### config.mk
export PLATFORM = sky130hd
export DESIGN_NAME = http_response_header_parser
export DESIGN_NICKNAME = d
export VERILOG_FILES = /design/src/hdl/hrp_pkg.sv /design/src/hdl/http_response_header_parser.sv /design/src/hdl/hrp_in_stage.sv /design/src/hdl/hrp_core.sv
export SDC_FILE = /design/constraint.sdc
export NUM_CORES = 1
export LEC_CHECK = 0
export BUFFER_PORTS_ARGS = -buffer_cell sky130_fd_sc_hd__buf_4
export CORE_UTILIZATION = 42
export CTS_CLUSTER_DIAMETER = 120
export DETAILED_ROUTE_END_ITERATION = 6
export GPL_TIMING_DRIVEN = 0
export SYNTH_ARGS = -nofsm -noshare
export SYNTH_HDL_FRONTEND = slang
export SYNTH_SLANG_ARGS = --single-unit
### constraint.sdc
create_clock -name i_clk -period 15.38 [get_ports i_clk]
set_input_delay 0.769 -clock i_clk [delete_from_list [all_inputs] [get_ports i_clk]]
set_output_delay 0.769 -clock i_clk [all_outputs]
set_load 0.01 [all_outputs]
### src/hdl/hrp_pkg.sv
// Shared types, character codes and helper functions for the HTTP response parser.
`timescale 1ns / 1ps

package hrp_pkg;

    // Default limits on stored header name and value bytes.
    localparam int NameMaxDefault  = 128;
    localparam int ValueMaxDefault = 128;

    // Length of the header name that carries the body length.
    localparam int KeyLen = 14;

    // Character codes used by the parser.
    localparam logic [7:0] CH_SPACE = 8'h20;
    localparam logic [7:0] CH_COLON = 8'h3A;
    localparam logic [7:0] CH_LF    = 8'h0A;
    localparam logic [7:0] CH_CR    = 8'h0D;
    localparam logic [7:0] CH_ZERO  = 8'h30;
    localparam logic [7:0] CH_NINE  = 8'h39;
    localparam logic [7:0] CH_UPPER_A = 8'h41;
    localparam logic [7:0] CH_UPPER_Z = 8'h5A;
    localparam logic [7:0] CASE_OFFSET = 8'h20;

    // Result kinds.
    localparam logic [2:0] KIND_HEADER    = 3'd0;
    localparam logic [2:0] KIND_HDR_DONE  = 3'd1;
    localparam logic [2:0] KIND_BODY      = 3'd2;
    localparam logic [2:0] KIND_BODY_LAST = 3'd3;
    localparam logic [2:0] KIND_ERROR     = 3'd4;

    // Parser phases, one-hot.
    typedef enum logic [7:0] {
        PH_VERSION = 8'b0000_0001,
        PH_CODE    = 8'b0000_0010,
        PH_REASON  = 8'b0000_0100,
        PH_LINE    = 8'b0000_1000,
        PH_NAME    = 8'b0001_0000,
        PH_VALUE   = 8'b0010_0000,
        PH_BODY    = 8'b0100_0000,
        PH_DONE    = 8'b1000_0000
    } t_phase;

    // One input request.
    typedef struct packed {
        logic [7:0] data_byte;
        logic       new_response;
    } t_in_req;

    // One result.
    typedef struct packed {
        logic [2:0]  kind;
        logic [7:0]  body_byte;
        logic [15:0] status_code;
        logic [31:0] content_length;
    } t_out_res;

    function automatic logic is_digit(input logic [7:0] c);
        return (c >= CH_ZERO) && (c <= CH_NINE);
    endfunction

    function automatic logic [7:0] to_lower(input logic [7:0] c);
        return ((c >= CH_UPPER_A) && (c <= CH_UPPER_Z)) ? c + CASE_OFFSET : c;
    endfunction

    // Lower-case "content-length", one character per index.
    function automatic logic [7:0] key_char(input logic [3:0] idx);
        logic [7:0] c;
        c = 8'h00;
        unique case (idx)
            4'd0:  c = 8'h63; // c
            4'd1:  c = 8'h6F; // o
            4'd2:  c = 8'h6E; // n
            4'd3:  c = 8'h74; // t
            4'd4:  c = 8'h65; // e
            4'd5:  c = 8'h6E; // n
            4'd6:  c = 8'h74; // t
            4'd7:  c = 8'h2D; // -
            4'd8:  c = 8'h6C; // l
            4'd9:  c = 8'h65; // e
            4'd10: c = 8'h6E; // n
            4'd11: c = 8'h67; // g
            4'd12: c = 8'h74; // t
            4'd13: c = 8'h68; // h
            default: c = 8'h00;
        endcase
        return c;
    endfunction

endpackage

### src/hdl/http_response_header_parser.sv
// Top level of the HTTP response header parser.
// The block takes an HTTP response one byte per request on the input channel
// (valid/ready) and returns exactly one result per byte on the output channel.
// Each result carries the byte kind (header byte, headers done, body byte,
// last body byte, error after finish), the body byte itself, and the status
// code and content length parsed so far.
// Setting new_response on a byte clears all parser state so that the byte
// starts a new response.
// A byte accepted on the input is captured in the input register, and its
// result is then registered in the result register. Throughput is one byte
// per cycle while the receiver takes results; each byte needs only a short
// update of the parser state between the input and result registers.
// Reset clears the parser state and empties both register stages.
// When the receiver stalls, the result register holds its result, the input
// register holds its byte or, if empty, takes one further byte, and input
// ready then stays low until the result is taken.
`timescale 1ns / 1ps

module http_response_header_parser #(
    parameter int NAME_MAX  = hrp_pkg::NameMaxDefault,
    parameter int VALUE_MAX = hrp_pkg::ValueMaxDefault
) (
    input  logic              i_clk,
    input  logic              i_rst_n,
    input  logic              i_in_valid,
    output logic              o_in_ready,
    input  hrp_pkg::t_in_req  i_in_req,
    output logic              o_out_valid,
    input  logic              i_out_ready,
    output hrp_pkg::t_out_res o_out_res
);

    logic             s_valid;
    logic             s_ready;
    hrp_pkg::t_in_req s_req;

    // Input register.
    hrp_in_stage u_in_stage (
        .i_clk      (i_clk),
        .i_rst_n    (i_rst_n),
        .i_in_valid (i_in_valid),
        .o_in_ready (o_in_ready),
        .i_in_req   (i_in_req),
        .o_s_valid  (s_valid),
        .i_s_ready  (s_ready),
        .o_s_req    (s_req)
    );

    // Parser and result register.
    hrp_core #(
        .NAME_MAX  (NAME_MAX),
        .VALUE_MAX (VALUE_MAX)
    ) u_core (
        .i_clk       (i_clk),
        .i_rst_n     (i_rst_n),
        .i_s_valid   (s_valid),
        .o_s_ready   (s_ready),
        .i_s_req     (s_req),
        .o_out_valid (o_out_valid),
        .i_out_ready (i_out_ready),
        .o_out_res   (o_out_res)
    );

endmodule

### src/hdl/hrp_in_stage.sv
// Input register stage of the HTTP response parser.
`timescale 1ns / 1ps

module hrp_in_stage (
    input  logic             i_clk,
    input  logic             i_rst_n,
    input  logic             i_in_valid,
    output logic             o_in_ready,
    input  hrp_pkg::t_in_req i_in_req,
    output logic             o_s_valid,
    input  logic             i_s_ready,
    output hrp_pkg::t_in_req o_s_req
);

    logic             r_valid;
    hrp_pkg::t_in_req r_req;

    // The stage can take a request when it is empty or is being emptied.
    assign o_in_ready = !r_valid || i_s_ready;
    assign o_s_valid  = r_valid;
    assign o_s_req    = r_req;

    // Occupancy flag.
    always_ff @(posedge i_clk) begin
        if (!i_rst_n) begin
            r_valid <= 1'b0;
        end else if (o_in_ready) begin
            r_valid <= i_in_valid;
        end
    end

    // Request payload.
    always_ff @(posedge i_clk) begin
        if (o_in_ready && i_in_valid) begin
            r_req <= i_in_req;
        end
    end

endmodule

### src/hdl/hrp_core.sv
// Parser state, per-byte update logic and result register.
`timescale 1ns / 1ps

module hrp_core #(
    parameter int NAME_MAX  = hrp_pkg::NameMaxDefault,
    parameter int VALUE_MAX = hrp_pkg::ValueMaxDefault
) (
    input  logic              i_clk,
    input  logic              i_rst_n,
    input  logic              i_s_valid,
    output logic              o_s_ready,
    input  hrp_pkg::t_in_req  i_s_req,
    output logic              o_out_valid,
    input  logic              i_out_ready,
    output hrp_pkg::t_out_res o_out_res
);

    localparam int NW = $clog2(NAME_MAX + 1);
    localparam int VW = $clog2(VALUE_MAX);

    // Parser state.
    hrp_pkg::t_phase r_phase, n_phase;
    logic [15:0]     r_status_accum, n_status_accum;
    logic [15:0]     r_status_value, n_status_value;
    logic [NW-1:0]   r_name_len, n_name_len;
    logic            r_name_ok, n_name_ok;
    logic [VW-1:0]   r_value_len, n_value_len;
    logic [31:0]     r_value_accum, n_value_accum;
    logic            r_value_done, n_value_done;
    logic            r_line_text, n_line_text;
    logic [31:0]     r_length_value, n_length_value;
    logic [31:0]     r_body_count, n_body_count;

    // Result register.
    logic              r_out_valid;
    hrp_pkg::t_out_res r_out, n_out;

    logic       step;
    logic [7:0] b;
    logic [3:0] digit;
    logic [19:0] status_wide;
    logic [35:0] value_wide;
    logic [31:0] body_next;

    // Effective state once a new-response request has cleared it.
    hrp_pkg::t_phase c_phase;
    logic [15:0]     c_status_accum;
    logic [15:0]     c_status_value;
    logic [NW-1:0]   c_name_len;
    logic            c_name_ok;
    logic [VW-1:0]   c_value_len;
    logic [31:0]     c_value_accum;
    logic            c_value_done;
    logic            c_line_text;
    logic [31:0]     c_length_value;
    logic [31:0]     c_body_count;

    // Name bytes are handled either in the name phase or on the first byte of a line.
    logic            do_name;
    logic [NW-1:0]   nm_len;
    logic            nm_ok;

    assign o_s_ready   = !r_out_valid || i_out_ready;
    assign step        = i_s_valid && o_s_ready;
    assign o_out_valid = r_out_valid;
    assign o_out_res   = r_out;

    assign b     = i_s_req.data_byte;
    assign digit = b[3:0] - hrp_pkg::CH_ZERO[3:0];

    // Clear on a new response.
    always_comb begin
        if (i_s_req.new_response) begin
            c_phase        = hrp_pkg::PH_VERSION;
            c_status_accum = '0;
            c_status_value = '0;
            c_name_len     = '0;
            c_name_ok      = 1'b1;
            c_value_len    = '0;
            c_value_accum  = '0;
            c_value_done   = 1'b0;
            c_line_text    = 1'b0;
            c_length_value = '0;
            c_body_count   = '0;
        end else begin
            c_phase        = r_phase;
            c_status_accum = r_status_accum;
            c_status_value = r_status_value;
            c_name_len     = r_name_len;
            c_name_ok      = r_name_ok;
            c_value_len    = r_value_len;
            c_value_accum  = r_value_accum;
            c_value_done   = r_value_done;
            c_line_text    = r_line_text;
            c_length_value = r_length_value;
            c_body_count   = r_body_count;
        end
    end

    // Times-ten accumulations by shift and add.
    assign status_wide = {1'b0, c_status_accum, 3'b000} + {3'b000, c_status_accum, 1'b0}
                         + {16'd0, digit};
    assign value_wide  = {1'b0, c_value_accum, 3'b000} + {3'b000, c_value_accum, 1'b0}
                         + {32'd0, digit};
    assign body_next   = c_body_count + 32'd1;

    // Per-byte state update.
    always_comb begin
        n_phase        = c_phase;
        n_status_accum = c_status_accum;
        n_status_value = c_status_value;
        n_name_len     = c_name_len;
        n_name_ok      = c_name_ok;
        n_value_len    = c_value_len;
        n_value_accum  = c_value_accum;
        n_value_done   = c_value_done;
        n_line_text    = c_line_text;
        n_length_value = c_length_value;
        n_body_count   = c_body_count;
        n_out.kind     = hrp_pkg::KIND_HEADER;
        n_out.body_byte = 8'h00;
        do_name        = 1'b0;
        nm_len         = c_name_len;
        nm_ok          = c_name_ok;

        unique case (c_phase)
            hrp_pkg::PH_VERSION: begin
                if (b == hrp_pkg::CH_SPACE) begin
                    n_phase = hrp_pkg::PH_CODE;
                end
            end
            hrp_pkg::PH_CODE: begin
                if (b == hrp_pkg::CH_SPACE) begin
                    n_status_value = c_status_accum;
                    n_phase        = hrp_pkg::PH_REASON;
                end else if (hrp_pkg::is_digit(b)) begin
                    n_status_accum = (status_wide[19:16] != 4'd0) ? 16'hFFFF
                                                                  : status_wide[15:0];
                end
            end
            hrp_pkg::PH_REASON: begin
                if (b == hrp_pkg::CH_LF) begin
                    n_phase = hrp_pkg::PH_LINE;
                end
            end
            hrp_pkg::PH_VALUE: begin
                if (b == hrp_pkg::CH_CR || b == hrp_pkg::CH_LF) begin
                    if (c_name_ok && c_name_len == NW'(hrp_pkg::KeyLen)) begin
                        n_length_value = c_value_accum;
                    end
                    n_phase     = hrp_pkg::PH_LINE;
                    n_line_text = (b == hrp_pkg::CH_CR);
                end else if ((c_value_len != '0 || b != hrp_pkg::CH_SPACE)
                             && c_value_len < VW'(VALUE_MAX - 1)) begin
                    n_value_len = c_value_len + VW'(1);
                    if (!c_value_done) begin
                        if (hrp_pkg::is_digit(b)) begin
                            n_value_accum = (value_wide[35:32] != 4'd0) ? 32'hFFFF_FFFF
                                                                        : value_wide[31:0];
                        end else begin
                            n_value_done = 1'b1;
                        end
                    end
                end
            end
            hrp_pkg::PH_LINE: begin
                if (b == hrp_pkg::CH_LF) begin
                    if (!c_line_text) begin
                        n_out.kind = hrp_pkg::KIND_HDR_DONE;
                        n_phase    = (c_length_value == 32'd0) ? hrp_pkg::PH_DONE
                                                               : hrp_pkg::PH_BODY;
                    end
                    n_line_text = 1'b0;
                end else if (b != hrp_pkg::CH_CR) begin
                    // First byte of a new header name.
                    do_name = 1'b1;
                    nm_len  = '0;
                    nm_ok   = 1'b1;
                end
            end
            hrp_pkg::PH_NAME: begin
                do_name = 1'b1;
            end
            hrp_pkg::PH_BODY: begin
                n_out.body_byte = b;
                n_body_count    = body_next;
                if (body_next >= c_length_value) begin
                    n_out.kind = hrp_pkg::KIND_BODY_LAST;
                    n_phase    = hrp_pkg::PH_DONE;
                end else begin
                    n_out.kind = hrp_pkg::KIND_BODY;
                end
            end
            default: begin
                n_out.kind = hrp_pkg::KIND_ERROR;
            end
        endcase

        // Header name byte: compare against the key or end the name.
        if (do_name) begin
            if (b != hrp_pkg::CH_COLON && nm_len < NW'(NAME_MAX)) begin
                n_name_ok = nm_ok;
                if (nm_len >= NW'(hrp_pkg::KeyLen)
                    || hrp_pkg::to_lower(b) != hrp_pkg::key_char(nm_len[3:0])) begin
                    n_name_ok = 1'b0;
                end
                n_name_len = nm_len + NW'(1);
                n_phase    = hrp_pkg::PH_NAME;
            end else begin
                n_name_len    = nm_len;
                n_name_ok     = nm_ok;
                n_value_len   = '0;
                n_value_accum = '0;
                n_value_done  = 1'b0;
                n_line_text   = 1'b1;
                n_phase       = hrp_pkg::PH_VALUE;
            end
        end

        n_out.status_code    = n_status_value;
        n_out.content_length = n_length_value;
    end

    // Control state and result valid flag.
    always_ff @(posedge i_clk) begin
        if (!i_rst_n) begin
            r_phase        <= hrp_pkg::PH_VERSION;
            r_status_accum <= '0;
            r_status_value <= '0;
            r_name_len     <= '0;
            r_name_ok      <= 1'b1;
            r_value_len    <= '0;
            r_value_accum  <= '0;
            r_value_done   <= 1'b0;
            r_line_text    <= 1'b0;
            r_length_value <= '0;
            r_body_count   <= '0;
            r_out_valid    <= 1'b0;
        end else begin
            if (o_s_ready) begin
                r_out_valid <= i_s_valid;
            end
            if (step) begin
                r_phase        <= n_phase;
                r_status_accum <= n_status_accum;
                r_status_value <= n_status_value;
                r_name_len     <= n_name_len;
                r_name_ok      <= n_name_ok;
                r_value_len    <= n_value_len;
                r_value_accum  <= n_value_accum;
                r_value_done   <= n_value_done;
                r_line_text    <= n_line_text;
                r_length_value <= n_length_value;
                r_body_count   <= n_body_count;
            end
        end
    end

    // Result payload.
    always_ff @(posedge i_clk) begin
        if (step) begin
            r_out <= n_out;
        end
    end

    // A valid result never carries an undefined kind.
    a_kind_range: assert property (@(posedge i_clk) disable iff (!i_rst_n)
        r_out_valid |-> (r_out.kind <= hrp_pkg::KIND_ERROR))
        else $error("result kind out of range");

    // Only body results carry a data byte.
    a_body_byte_zero: assert property (@(posedge i_clk) disable iff (!i_rst_n)
        (r_out_valid && r_out.kind != hrp_pkg::KIND_BODY
         && r_out.kind != hrp_pkg::KIND_BODY_LAST) |-> (r_out.body_byte == 8'h00))
        else $error("non-body result carries a data byte");

    // Once finished, every byte of the same response is an error.
    a_done_error: assert property (@(posedge i_clk) disable iff (!i_rst_n)
        (step && !i_s_req.new_response && r_phase == hrp_pkg::PH_DONE)
        |=> (r_out.kind == hrp_pkg::KIND_ERROR))
        else $error("byte after finish not flagged");

    // While in the body, the count stays below the content length.
    a_body_count: assert property (@(posedge i_clk) disable iff (!i_rst_n)
        (r_phase == hrp_pkg::PH_BODY) |-> (r_body_count < r_length_value))
        else $error("body count reached length without finishing");

endmodule
# == Word-level counts from Yosys, hierarchy flattened ==
# Memory sizes are Yosys's and may differ from the RTL's.
# Index checks and enable logic that the tools add are counted.
# word_totals
ff_bits,224
latch_bits,0
ramBits,0
romBits,112
output_inout_bits,61
wordCells,148
n_memories,1
# op_classes
n_addsub,8
multipliers,0
div_mod_pow,0
magnitude_cmp,8
n_eq_ne,15
shifts,0
muxes,78
bitwise_logic,0
reduce_logical,19
# mem_list
name,depth,word_bits,rd,rd_clocked_by_memory_dff,write_ports,line_no,source
(no name shown),16,7,1,0,0,hrp_pkg.sv:69,unique case (idx)
# ops
operator,n
2-to-1 mux 32 bit,15
2-to-1 mux 8 bit,19
2-to-1 mux 16 bit,8
one-hot mux 8 bit (6 select lines),1
2-to-1 mux 7 bit,6
adder 35 x 33 -> 36 bit,1
adder 36 x 4 -> 36 bit,1
adder 32 x 1 -> 32 bit (second input constant),1
equality test 8 x 4 -> 1 bit (second input constant),4
greater-or-equal comparator 32 bit,1
logical NOT 32 bit,1
2-to-1 mux 1 bit,24
adder 19 x 17 -> 20 bit,1
adder 20 x 4 -> 20 bit,1
equality test 8 x 6 -> 1 bit (second input constant),2
inequality test 8 x 6 -> 1 bit (second input constant),2
one-hot mux 3 bit (3 select lines),1
adder 8 x 1 -> 8 bit (second input constant),1
adder 8 x 6 -> 8 bit (second input constant),1
equality test 8 x 1 -> 1 bit (second input constant),1
equality test 8 x 2 -> 1 bit (second input constant),1
equality test 8 x 3 -> 1 bit (second input constant),1
equality test 8 x 5 -> 1 bit (second input constant),1
equality test 8 x 7 -> 1 bit (second input constant),1
19 further kinds,32

# == Logic depth before layout (Yosys ltp) ==
# Gate-level depths: netlist of the first run.
# depth
word_depth,13
depth_mapped,26

# == Cells and area by module ==
# A second synthesis of the first run with hierarchy kept.
# unflattened
hier_cells,1849
area_unflattened_um2,15339.7
# modules_own_cells
mod,n_inst,cells_each,area_each_um2
hrp_core,1,1835,15011.9
hrp_in_stage,1,14,327.8

# == Least setup slack after synthesis of the first run ==
# No wires, ideal clock.
# synth_timing
path_kind,reg2reg
from,register u_in_stage.r_req (netlist bit u_in_stage.o_s_req[0])
to,register u_core.r_phase[6]
arrival_time_ps,5166
required_time_ps,15320
slack_ps,10154
stages_incl_launch_ff,27
period_less_slack_ps,5226
cell_sequence,edfxtp_1 buf_4 buf_6 clkbuf_1 clkbuf_1 buf_1 clkbuf_1 nor2b_1 ha_1 and3_1 and4_1 and4_1 clkbuf_2 nand3b_1 or2_2 xor2_1 nor2_1 ha_1 a21o_1 a21o_1 a21oi_1 o21a_1 o21ai_0 a211oi_1 o211ai_1 a311oi_1 a311o_1
# synth_between
elab_chain_len,7
word_cells_on_any_way,25
cone_classes,add/sub: 1; order compare: 1; eq/ne: 7; mux: 15; reduce/logical: 1
# synth_lines
item,line_no,source
start: declaration,hrp_in_stage.sv:16,hrp_pkg::t_in_req r_req;
start signal: assignment,hrp_in_stage.sv:35,r_req <= i_in_req;
branches (longest 6 deep; another with adder 32 x 1 -> 32 bit),n/a,
2-to-1 mux 8 bit (*),hrp_core.sv:200,if (do_name) begin
end signal: assignment,hrp_core.sv:227,r_phase <= hrp_pkg::PH_VERSION;
end signal: assignment,hrp_core.sv:244,r_phase <= n_phase;
end: declaration,hrp_core.sv:22,"hrp_pkg::t_phase r_phase, n_phase;"
# Mark *: on every way between the ends.
# A chain may end at the register's enable or synchronous reset.

==> run_summary.xml, run 1 <==
<?xml version="1.0" encoding="UTF-8"?>
<metrics>
  <group name="floorplanning">
    <metric name="die_height" unit="um">196</metric>
    <metric name="pin_count" unit="">74</metric>
    <metric name="dieWidth" unit="um">196</metric>
    <metric name="die-area" unit="um^2">38200</metric>
    <metric name="floorplan.initialDensity" unit="%">42.9</metric>
    <metric name="cell_rows" unit="">70</metric>
    <metric name="core_area" unit="um^2">36700</metric>
  </group>
  <group name="route">
    <metric name="drt-pass1-iter-count" unit="">5</metric>
    <metric name="routed_wire_length_per_instance" unit="um">20.9</metric>
    <metric name="drt_iter0_markers" unit="">1277</metric>
    <metric name="dr_vias_cell" unit="">5.95</metric>
    <metric name="remaining_drc_errors" unit="">0</metric>
    <metric name="total_wire_length_after_detailed_routing" unit="um">52000</metric>
    <metric name="num_vias" unit="">14800</metric>
    <metric name="ant_nets" unit="">0</metric>
  </group>
  <group name="synth">
    <metric name="synth_seq_cells" unit="">224</metric>
    <metric name="synth_adder_area_share" unit="%">11.3</metric>
    <metric name="yosys.cell_types.count" unit="">107</metric>
    <metric name="synth_area_per_cell" unit="um^2">8.31</metric>
    <metric name="synth_mux_area_share" unit="%">3.70</metric>
    <metric name="total_standard_cell_area_after_synthesis" unit="um^2">15700</metric>
    <metric name="simple_gate_area_share_of_the_yosys_netlist" unit="%">22.2</metric>
    <metric name="mappedNetlistNets" unit="">2047</metric>
    <metric name="synth_xor_area_share" unit="%">4.06</metric>
    <metric name="synth-edff-count" unit="">68</metric>
    <metric name="async_reset_ff_share" unit="%">0</metric>
    <metric name="dominant_combinational_cell_family_by_area_after_synthesis" unit="">simple AND/OR/NAND/NOR gates</metric>
    <metric name="synth_seq_area_share" unit="%">32.8</metric>
    <metric name="yosys_most_used_dff" unit="">sky130_fd_sc_hd__dfxtp_1</metric>
    <metric name="post_synthesis_cell_count" unit="">1894</metric>
    <metric name="ys.warnings.count" unit="">0</metric>
    <metric name="compound_gate_portion_of_the_synthesized_area" unit="%">21.2</metric>
  </group>
  <group name="pwr">
    <metric name="peakVddDrop" unit="mV">0.0505</metric>
    <metric name="switching_share" unit="%">25.9</metric>
    <metric name="power.static_leakage" unit="nW">7.53</metric>
    <metric name="total_switching_power" unit="W">0.000358</metric>
    <metric name="cell_internal_pwr" unit="W">0.00102</metric>
    <metric name="reg_power_share" unit="%">45.8</metric>
    <metric name="cellPowerDensity" unit="nW/um^2">77.9</metric>
    <metric name="power.combinational.fraction" unit="%">8.4</metric>
    <metric name="clkPwrFrac" unit="%">45.8</metric>
  </group>
  <group name="cts">
    <metric name="cts_tree" unit="">yes</metric>
    <metric name="post_cts_resized" unit="">0</metric>
    <metric name="max-clock-path-buffers" unit="">3</metric>
    <metric name="worst_skew_pair.late_latency" unit="ns">0.58</metric>
    <metric name="worst_setup_hold_path_clk_slew" unit="ns">0.06</metric>
    <metric name="post-cts-setup-buffer-count" unit="">0</metric>
    <metric name="ctsHoldBuffers" unit="">0</metric>
    <metric name="numClockSinks" unit="">224</metric>
    <metric name="root_buffer" unit="">sky130_fd_sc_hd__clkbuf_16</metric>
    <metric name="tritoncts.num_buffers" unit="">26</metric>
    <metric name="ctsHtreeMaxLevel" unit="">1</metric>
  </group>
  <group name="global_route">
    <metric name="antenna_found_initial" unit="">1</metric>
    <metric name="grt_pass1_vias" unit="">14100</metric>
    <metric name="grt_use_total" unit="%">26.8</metric>
    <metric name="grt_remaining_overflow" unit="">0</metric>
    <metric name="wire_length_of_the_first_global_routing_pass" unit="um">79700</metric>
    <metric name="largest_net_degree_at_the_start_of_global_routing" unit="">37</metric>
  </group>
  <group name="setup_path">
    <metric name="critPathKind" unit="">flip-flop to flip-flop</metric>
    <metric name="critPathCaptureType" unit="">flip-flop</metric>
    <metric name="setup.reg_to_reg.worst_slack" unit="ns">7.74</metric>
    <metric name="cp_data_required_time" unit="ns">15.63</metric>
    <metric name="worst_r2r_endpoint" unit="">u_core.o_out_res[56]</metric>
    <metric name="worst_setup_path_startpoint" unit="">u_in_stage.o_s_req[0]</metric>
    <metric name="capture_point_of_the_worst_path" unit="">u_core.o_out_res[56]</metric>
    <metric name="critical_path.slowest_cell" unit="">sky130_fd_sc_hd__buf_1</metric>
    <metric name="critPathTopFamily" unit="">buffers and inverters</metric>
    <metric name="cp_slowest_stage_delay" unit="ns">0.68</metric>
    <metric name="reg2reg_path_depth" unit="">26</metric>
    <metric name="worstSetupStartpointType" unit="">flip-flop</metric>
    <metric name="critical_path.reg2reg.startpoint" unit="">u_in_stage.o_s_req[0]</metric>
    <metric name="cpMostUsedCell" unit="">sky130_fd_sc_hd__clkbuf_1</metric>
    <metric name="worstSetupPathDepth" unit="">26</metric>
    <metric name="critical_path_fanout_max" unit="">10</metric>
    <metric name="critPathBufInv" unit="">7</metric>
    <metric name="critPathArrivalTime" unit="ns">7.90</metric>
  </group>
  <group name="sta">
    <metric name="setup_slack" unit="ns">7.74</metric>
    <metric name="unrepaired_setup_endpoints_after_global_routing" unit="">no</metric>
    <metric name="setup_viol_count_final" unit="">0</metric>
    <metric name="achievable-frequency" unit="MHz">131</metric>
    <metric name="period_share" unit="%">49.7</metric>
    <metric name="max_slew_violation_count" unit="">0</metric>
    <metric name="finClkSkew" unit="ns">0.0386</metric>
    <metric name="finalHoldViolations" unit="">0</metric>
    <metric name="setup_tns" unit="ns">0</metric>
    <metric name="tightestPinTransition" unit="ns">1.01</metric>
    <metric name="worst_slew_margin_relative_to_its_limit" unit="%">31.8</metric>
    <metric name="finalCriticalPeriod" unit="ns">7.64</metric>
  </group>
  <group name="place">
    <metric name="post-place-ws" unit="ns">7.92</metric>
    <metric name="finalWeightedCongestion" unit="">0.952</metric>
    <metric name="post-dp-hpwl" unit="um">39800</metric>
    <metric name="dpl_cell_area" unit="um^2">16900</metric>
    <metric name="portBuffers" unit="">73</metric>
  </group>
  <group name="run">
    <metric name="cap_viol_max_count" unit="">0</metric>
  </group>
  <group name="cells_and_area">
    <metric name="fin_area" unit="um^2">17700</metric>
    <metric name="final_layout_size_suffix_gt1_share" unit="%">9.62</metric>
    <metric name="n_antenna_cell" unit="">0</metric>
    <metric name="finalNetCount" unit="">2149</metric>
    <metric name="areaGrowthSynthToFinish" unit="%">12.8</metric>
    <metric name="n_fill_cell" unit="">3644</metric>
  </group>
  <group name="run_status">
    <metric name="run_status" unit="">finished, final reports clean</metric>
  </group>
  <group name="worst_hold_path">
    <metric name="hp-class" unit="">primary input to flip-flop</metric>
  </group>
</metrics>
-- cells by family after synthesis --
family	after synthesis
multiplexers	58
AND/OR/NAND/NOR	719
AO/OA/AOI/OAI	505
flip-flops	224
adder cells (fa/ha/maj)	140
XOR/XNOR	73
buffers and inverters	175
-- per-layer routing --
metal	global-route usage (%)	vias to the layer above	share of wire, %
met5	0	-	0.025
met4	11.2	2	4.1
met3	3.82	121	6.5
met2	42.9	559	45
met1	36.1	7036	44
li1	-	7062	-
-- synth_stat cells (51+ instances only) --
master                     count  area [um^2]
sky130_fd_sc_hd__dfxtp_1     156         3120
sky130_fd_sc_hd__a21oi_1     127          636
sky130_fd_sc_hd__inv_1        68          255
sky130_fd_sc_hd__o21ai_0     109          546
sky130_fd_sc_hd__mux2i_1      57          571
sky130_fd_sc_hd__nor2b_1      51          319
sky130_fd_sc_hd__edfxtp_1     68         2040
sky130_fd_sc_hd__nand2_1     243          912
sky130_fd_sc_hd__nor3_1       60          300
sky130_fd_sc_hd__clkbuf_1     65          244
sky130_fd_sc_hd__ha_1        137         1710
sky130_fd_sc_hd__nor2_1      186          698
-- sequential cells by signal, indices dropped and copies added (netlist names) --
signal / flops
u_core.r_status_accum: 16
u_core.r_length_value: 32
u_core.r_phase: 8
u_core.r_value_done: 1
u_core.r_line_text: 1
u_in_stage.o_s_valid: 1
u_core.r_value_len: 7
u_in_stage.o_s_req: 9
u_core.r_status_value: 16
u_core.r_name_len: 8
u_core.r_value_accum: 32
u_core.o_out_res: 59
u_core.r_name_ok: 1
u_core.r_body_count: 32
u_core.o_out_valid: 1
-- worst reg2reg max path: cells and delay by family (launching register included) --
kind,cells,cell delay (ns)
adders and majority gates,2,0.50
xor gates and xnor gates,1,0.19
AOI/OAI and AO/OA,9,1.76
and+or+nand+nor,7,1.28
buffers and inverters,7,3.06
DFF,1,0.55
-- how the worst min path moves through the flow --
stage               depth (start not counted)                startpoint  slack [ns]                  endpoint
global route                                1               i_in_req[1]        0.39     u_in_stage.o_s_req[1]
finish                                      1               i_in_req[1]        0.40     u_in_stage.o_s_req[1]
detailed placement                          2  u_core.r_value_accum[16]        0.43  u_core.r_value_accum[16]
global placement                            2  u_core.r_value_accum[16]        0.43  u_core.r_value_accum[16]
CTS                                         1               i_in_req[1]        0.38     u_in_stage.o_s_req[1]
floorplan                                   2  u_core.r_value_accum[10]        0.42  u_core.r_value_accum[10]
-- cell type report --
class / instances / area (um^2) / share of cell area (%)
Tap cell: 468 / 586 / 3.30
Sequential cell: 224 / 5160 / 29.1
Multi-Input combinational cell: 1495 / 9840 / 55.4
Clock buffer: 33 / 687 / 3.87
Inverter: 71 / 267 / 1.50
Clock inverter: 15 / 160 / 0.902
Timing Repair Buffer: 74 / 568 / 3.20
Buffer: 104 / 474 / 2.67
-- power groups by stage --
stage	Clock, W	Sequential [W]	Combinational (W)
2_1_floorplan	0	0.000647	0.0000607
3_3_place_gp	0	0.000646	0.000112
6_report	0.000634	0.000633	0.000116
3_5_place_dp	0	0.000646	0.000114
5_1_grt	0.000665	0.000634	0.000123
4_1_cts	0.000643	0.000633	0.000114
-- layout by cell type (no fill, tap or decap), types with 68 or more instances in the layout --
cell | Yosys | layout
sky130_fd_sc_hd__nand2_1 | 243 | 243
sky130_fd_sc_hd__inv_1 | 68 | 68
sky130_fd_sc_hd__o21ai_0 | 109 | 109
sky130_fd_sc_hd__nor2_1 | 186 | 186
sky130_fd_sc_hd__dfxtp_1 | 156 | 156
sky130_fd_sc_hd__ha_1 | 137 | 137
sky130_fd_sc_hd__a21oi_1 | 127 | 127
sky130_fd_sc_hd__buf_4 | 4 | 77
sky130_fd_sc_hd__clkbuf_1 | 65 | 70
sky130_fd_sc_hd__edfxtp_1 | 68 | 68
-- stage by stage --
step / total power (W) / util (%) / hold slack, ns / cells
floorplan: 0.000707 / - / 0.415 / 1894
finish: 0.00138 / 48.4 / 0.404 / 2484
global route: 0.00142 / 48.4 / 0.391 / 2484
CTS: 0.00139 / 48.4 / 0.381 / 2484
detailed placement: 0.000760 / 46.0 / 0.432 / 2436
global placement: 0.000758 / 46.0 / 0.426 / 2435
(Power assumes the default switching activity.)
==> inputs of run 2 (changes only) <==
- clock period: 15.38 -> 7.3 ns (I/O delays scaled with it)
==> run_summary.xml, run 2 (synthesis gave the netlist of run 1 again) <==
<?xml version="1.0" encoding="UTF-8"?>
<metrics>
  <group name="floorplanning">
    <metric name="cell_rows" unit="">70</metric>
    <metric name="die-area" unit="um^2">38200</metric>
    <metric name="core_area" unit="um^2">36700</metric>
    <metric name="pin_count" unit="">74</metric>
    <metric name="die_height" unit="um">196</metric>
    <metric name="dieWidth" unit="um">196</metric>
    <metric name="floorplan.initialDensity" unit="%">42.9</metric>
  </group>
  <group name="global_route">
    <metric name="groute.layer.met1.usage" unit="%">36.1</metric>
    <metric name="largest_net_degree_at_the_start_of_global_routing" unit="">37</metric>
    <metric name="grt_max_usage_layer" unit="">met2</metric>
    <metric name="antenna_found_initial" unit="">1</metric>
    <metric name="grt_use_total" unit="%">26.8</metric>
    <metric name="grt_pass1_vias" unit="">14100</metric>
    <metric name="gr-usage-met2" unit="%">42.9</metric>
    <metric name="wire_length_of_the_first_global_routing_pass" unit="um">79800</metric>
    <metric name="gr-usage-met3" unit="%">3.80</metric>
    <metric name="grt_remaining_overflow" unit="">0</metric>
  </group>
  <group name="pwr">
    <metric name="power.static_leakage" unit="nW">7.58</metric>
    <metric name="cellPowerDensity" unit="nW/um^2">163</metric>
    <metric name="peakVddDrop" unit="mV">0.106</metric>
  </group>
  <group name="run">
    <metric name="cap_viol_max_count" unit="">0</metric>
  </group>
  <group name="sta">
    <metric name="setup_tns" unit="ns">0</metric>
    <metric name="worst_slew_margin_relative_to_its_limit" unit="%">31.8</metric>
    <metric name="finalCriticalPeriod" unit="ns">6.76</metric>
    <metric name="finClkSkew" unit="ns">0.0350</metric>
    <metric name="tightestPinTransition" unit="ns">1.01</metric>
    <metric name="period_share" unit="%">92.6</metric>
    <metric name="setup_viol_count_final" unit="">0</metric>
    <metric name="whs" unit="ns">0.0513</metric>
    <metric name="finalHoldViolations" unit="">0</metric>
    <metric name="achievable-frequency" unit="MHz">148</metric>
    <metric name="max_slew_violation_count" unit="">0</metric>
    <metric name="unrepaired_setup_endpoints_after_global_routing" unit="">no</metric>
  </group>
  <group name="place">
    <metric name="portBuffers" unit="">73</metric>
    <metric name="dpl_cell_area" unit="um^2">16900</metric>
    <metric name="post-dp-hpwl" unit="um">39800</metric>
    <metric name="dp.cells" unit="">2436</metric>
    <metric name="finalWeightedCongestion" unit="">0.952</metric>
  </group>
  <group name="cts">
    <metric name="post-cts-setup-buffer-count" unit="">0</metric>
    <metric name="cts_tree" unit="">yes</metric>
    <metric name="worst_skew_pair.late_latency" unit="ns">0.58</metric>
    <metric name="max-clock-path-buffers" unit="">3</metric>
    <metric name="ctsHtreeMaxLevel" unit="">1</metric>
    <metric name="numClockSinks" unit="">224</metric>
    <metric name="tritoncts.num_buffers" unit="">26</metric>
    <metric name="worst_setup_hold_path_clk_slew" unit="ns">0.06</metric>
    <metric name="root_buffer" unit="">sky130_fd_sc_hd__clkbuf_16</metric>
  </group>
  <group name="route">
    <metric name="remaining_drc_errors" unit="">0</metric>
    <metric name="ant_nets" unit="">0</metric>
    <metric name="drt-pass1-iter-count" unit="">5</metric>
    <metric name="drt_iter0_markers" unit="">1268</metric>
    <metric name="num_vias" unit="">14800</metric>
    <metric name="total_wire_length_after_detailed_routing" unit="um">51900</metric>
    <metric name="routed_wire_length_per_instance" unit="um">20.8</metric>
    <metric name="dr_vias_cell" unit="">5.95</metric>
  </group>
  <group name="cells_and_area">
    <metric name="areaGrowthSynthToFinish" unit="%">13.3</metric>
    <metric name="finalNetCount" unit="">2157</metric>
    <metric name="n_antenna_cell" unit="">0</metric>
    <metric name="mostFrequentLayoutCells" unit="">sky130_fd_sc_hd__nand2_1, sky130_fd_sc_hd__nor2_1, sky130_fd_sc_hd__dfxtp_1, sky130_fd_sc_hd__ha_1, sky130_fd_sc_hd__a21oi_1</metric>
    <metric name="mostFrequentLayoutCell" unit="">sky130_fd_sc_hd__nand2_1</metric>
    <metric name="number_of_flip_flops_in_the_largest_register" unit="">59</metric>
    <metric name="post_layout_nonfiller_instances" unit="">2492</metric>
    <metric name="final_layout_size_suffix_gt1_share" unit="%">9.68</metric>
    <metric name="fin_area" unit="um^2">17800</metric>
  </group>
  <group name="run_status">
    <metric name="run_status" unit="">finished, final reports clean</metric>
  </group>
  <group name="setup_path">
    <metric name="critPathArrivalTime" unit="ns">7.01</metric>
    <metric name="critical_path_fanout_max" unit="">19</metric>
    <metric name="cp_slowest_stage_delay" unit="ns">0.57</metric>
    <metric name="worstSetupStartpointType" unit="">flip-flop</metric>
    <metric name="critPathKind" unit="">flip-flop to flip-flop</metric>
    <metric name="critPathCaptureType" unit="">flip-flop</metric>
    <metric name="critical_path.slowest_cell" unit="">sky130_fd_sc_hd__clkbuf_1</metric>
    <metric name="critPathBufInv" unit="">6</metric>
    <metric name="critPathTopFamily" unit="">buffers and inverters</metric>
    <metric name="cp_data_required_time" unit="ns">7.55</metric>
  </group>
  <group name="worst_hold_path">
    <metric name="hp-class" unit="">primary input to flip-flop</metric>
  </group>
</metrics>
## run 2: cell types whose count changed in the layout (fill, tap and decap cells not counted), sizes merged
cell         before  now
dlygate4sd3       0    9
clkbuf           99   98
## run 2: final timing paths
path / slack (ns) / start / cells after the start / to
worst min register to register: 0.44 / u_core.r_value_accum[10] / 2 / u_core.r_value_accum[10]
worst max register to register: 0.54 / u_in_stage.o_s_req[0] / 25 / u_core.o_out_res[56]
worst min-delay path: 0.05 / i_in_valid / 3 / u_in_stage.o_s_valid
worst max-delay path: 0.54 / u_in_stage.o_s_req[0] / 25 / u_core.o_out_res[56]
## run 2: area by class of cell
| class | instances | area [um^2] |
|---|---|---|
| clock buffer | 33 | 687 |
| sequential | 224 | 5160 |
| tap | 468 | 586 |
| clock inverter | 15 | 160 |
| multi-input combinational | 1495 | 9840 |
| fill | 3640 | 18900 |
| buffer | 103 | 473 |
| inverter | 71 | 267 |
| timing repair buffer | 83 | 658 |
## run 2: worst register-to-register path, stage by stage (launching register included)
cell,delay (ns)
sky130_fd_sc_hd__edfxtp_1,0.55
sky130_fd_sc_hd__buf_4,0.29
sky130_fd_sc_hd__buf_6,0.22
sky130_fd_sc_hd__clkbuf_1,0.58
sky130_fd_sc_hd__clkbuf_2,0.45
sky130_fd_sc_hd__buf_2,0.50
sky130_fd_sc_hd__nor2b_1,0.16
sky130_fd_sc_hd__ha_1,0.28
sky130_fd_sc_hd__and3_1,0.24
sky130_fd_sc_hd__and4_1,0.27
sky130_fd_sc_hd__and4_1,0.21
sky130_fd_sc_hd__clkbuf_2,0.15
sky130_fd_sc_hd__nand3b_1,0.17
sky130_fd_sc_hd__or2_2,0.18
sky130_fd_sc_hd__xor2_1,0.19
sky130_fd_sc_hd__nor2_1,0.07
sky130_fd_sc_hd__ha_1,0.21
sky130_fd_sc_hd__a21o_1,0.17
sky130_fd_sc_hd__a21o_1,0.17
sky130_fd_sc_hd__a21oi_1,0.14
sky130_fd_sc_hd__o21a_1,0.14
sky130_fd_sc_hd__o21ai_0,0.17
sky130_fd_sc_hd__a211oi_1,0.38
sky130_fd_sc_hd__o31ai_1,0.14
sky130_fd_sc_hd__o211ai_1,0.20
sky130_fd_sc_hd__o21ai_0,0.26
## run 2: power breakdown
part,leakage [nW],internal [W],switching (W)
registers,1.90,0.00131,0.0000212
clock network,0.408,0.000771,0.000565
logic,5.27,0.0000776,0.000169
## run 2: per-stage QoR
stage          setup WS [ns]  util [%]  power [W]
6_report               0.538      48.6    0.00292
5_1_grt                0.285      48.6    0.00300
4_1_cts               0.0940      48.6    0.00293
3_5_place_dp          -0.158      46.0    0.00160
3_3_place_gp          -0.122      46.0    0.00160
2_1_floorplan           2.07         -    0.00149
## run 2: layer usage
metal  wire length, um  share of wire, %
met5                19             0.037
met4              2220               4.3
met3              3490               6.7
met2             23200                45
met1             22900                44
## run 2: timing repair
item / in CTS / in global routing
endpoints found under the hold margin: 9 / 0
pin swaps: 0 / 0
setup endpoints to repair: 2 / 4
hold buffers: 9 / 0
resized for setup: 1 / 2
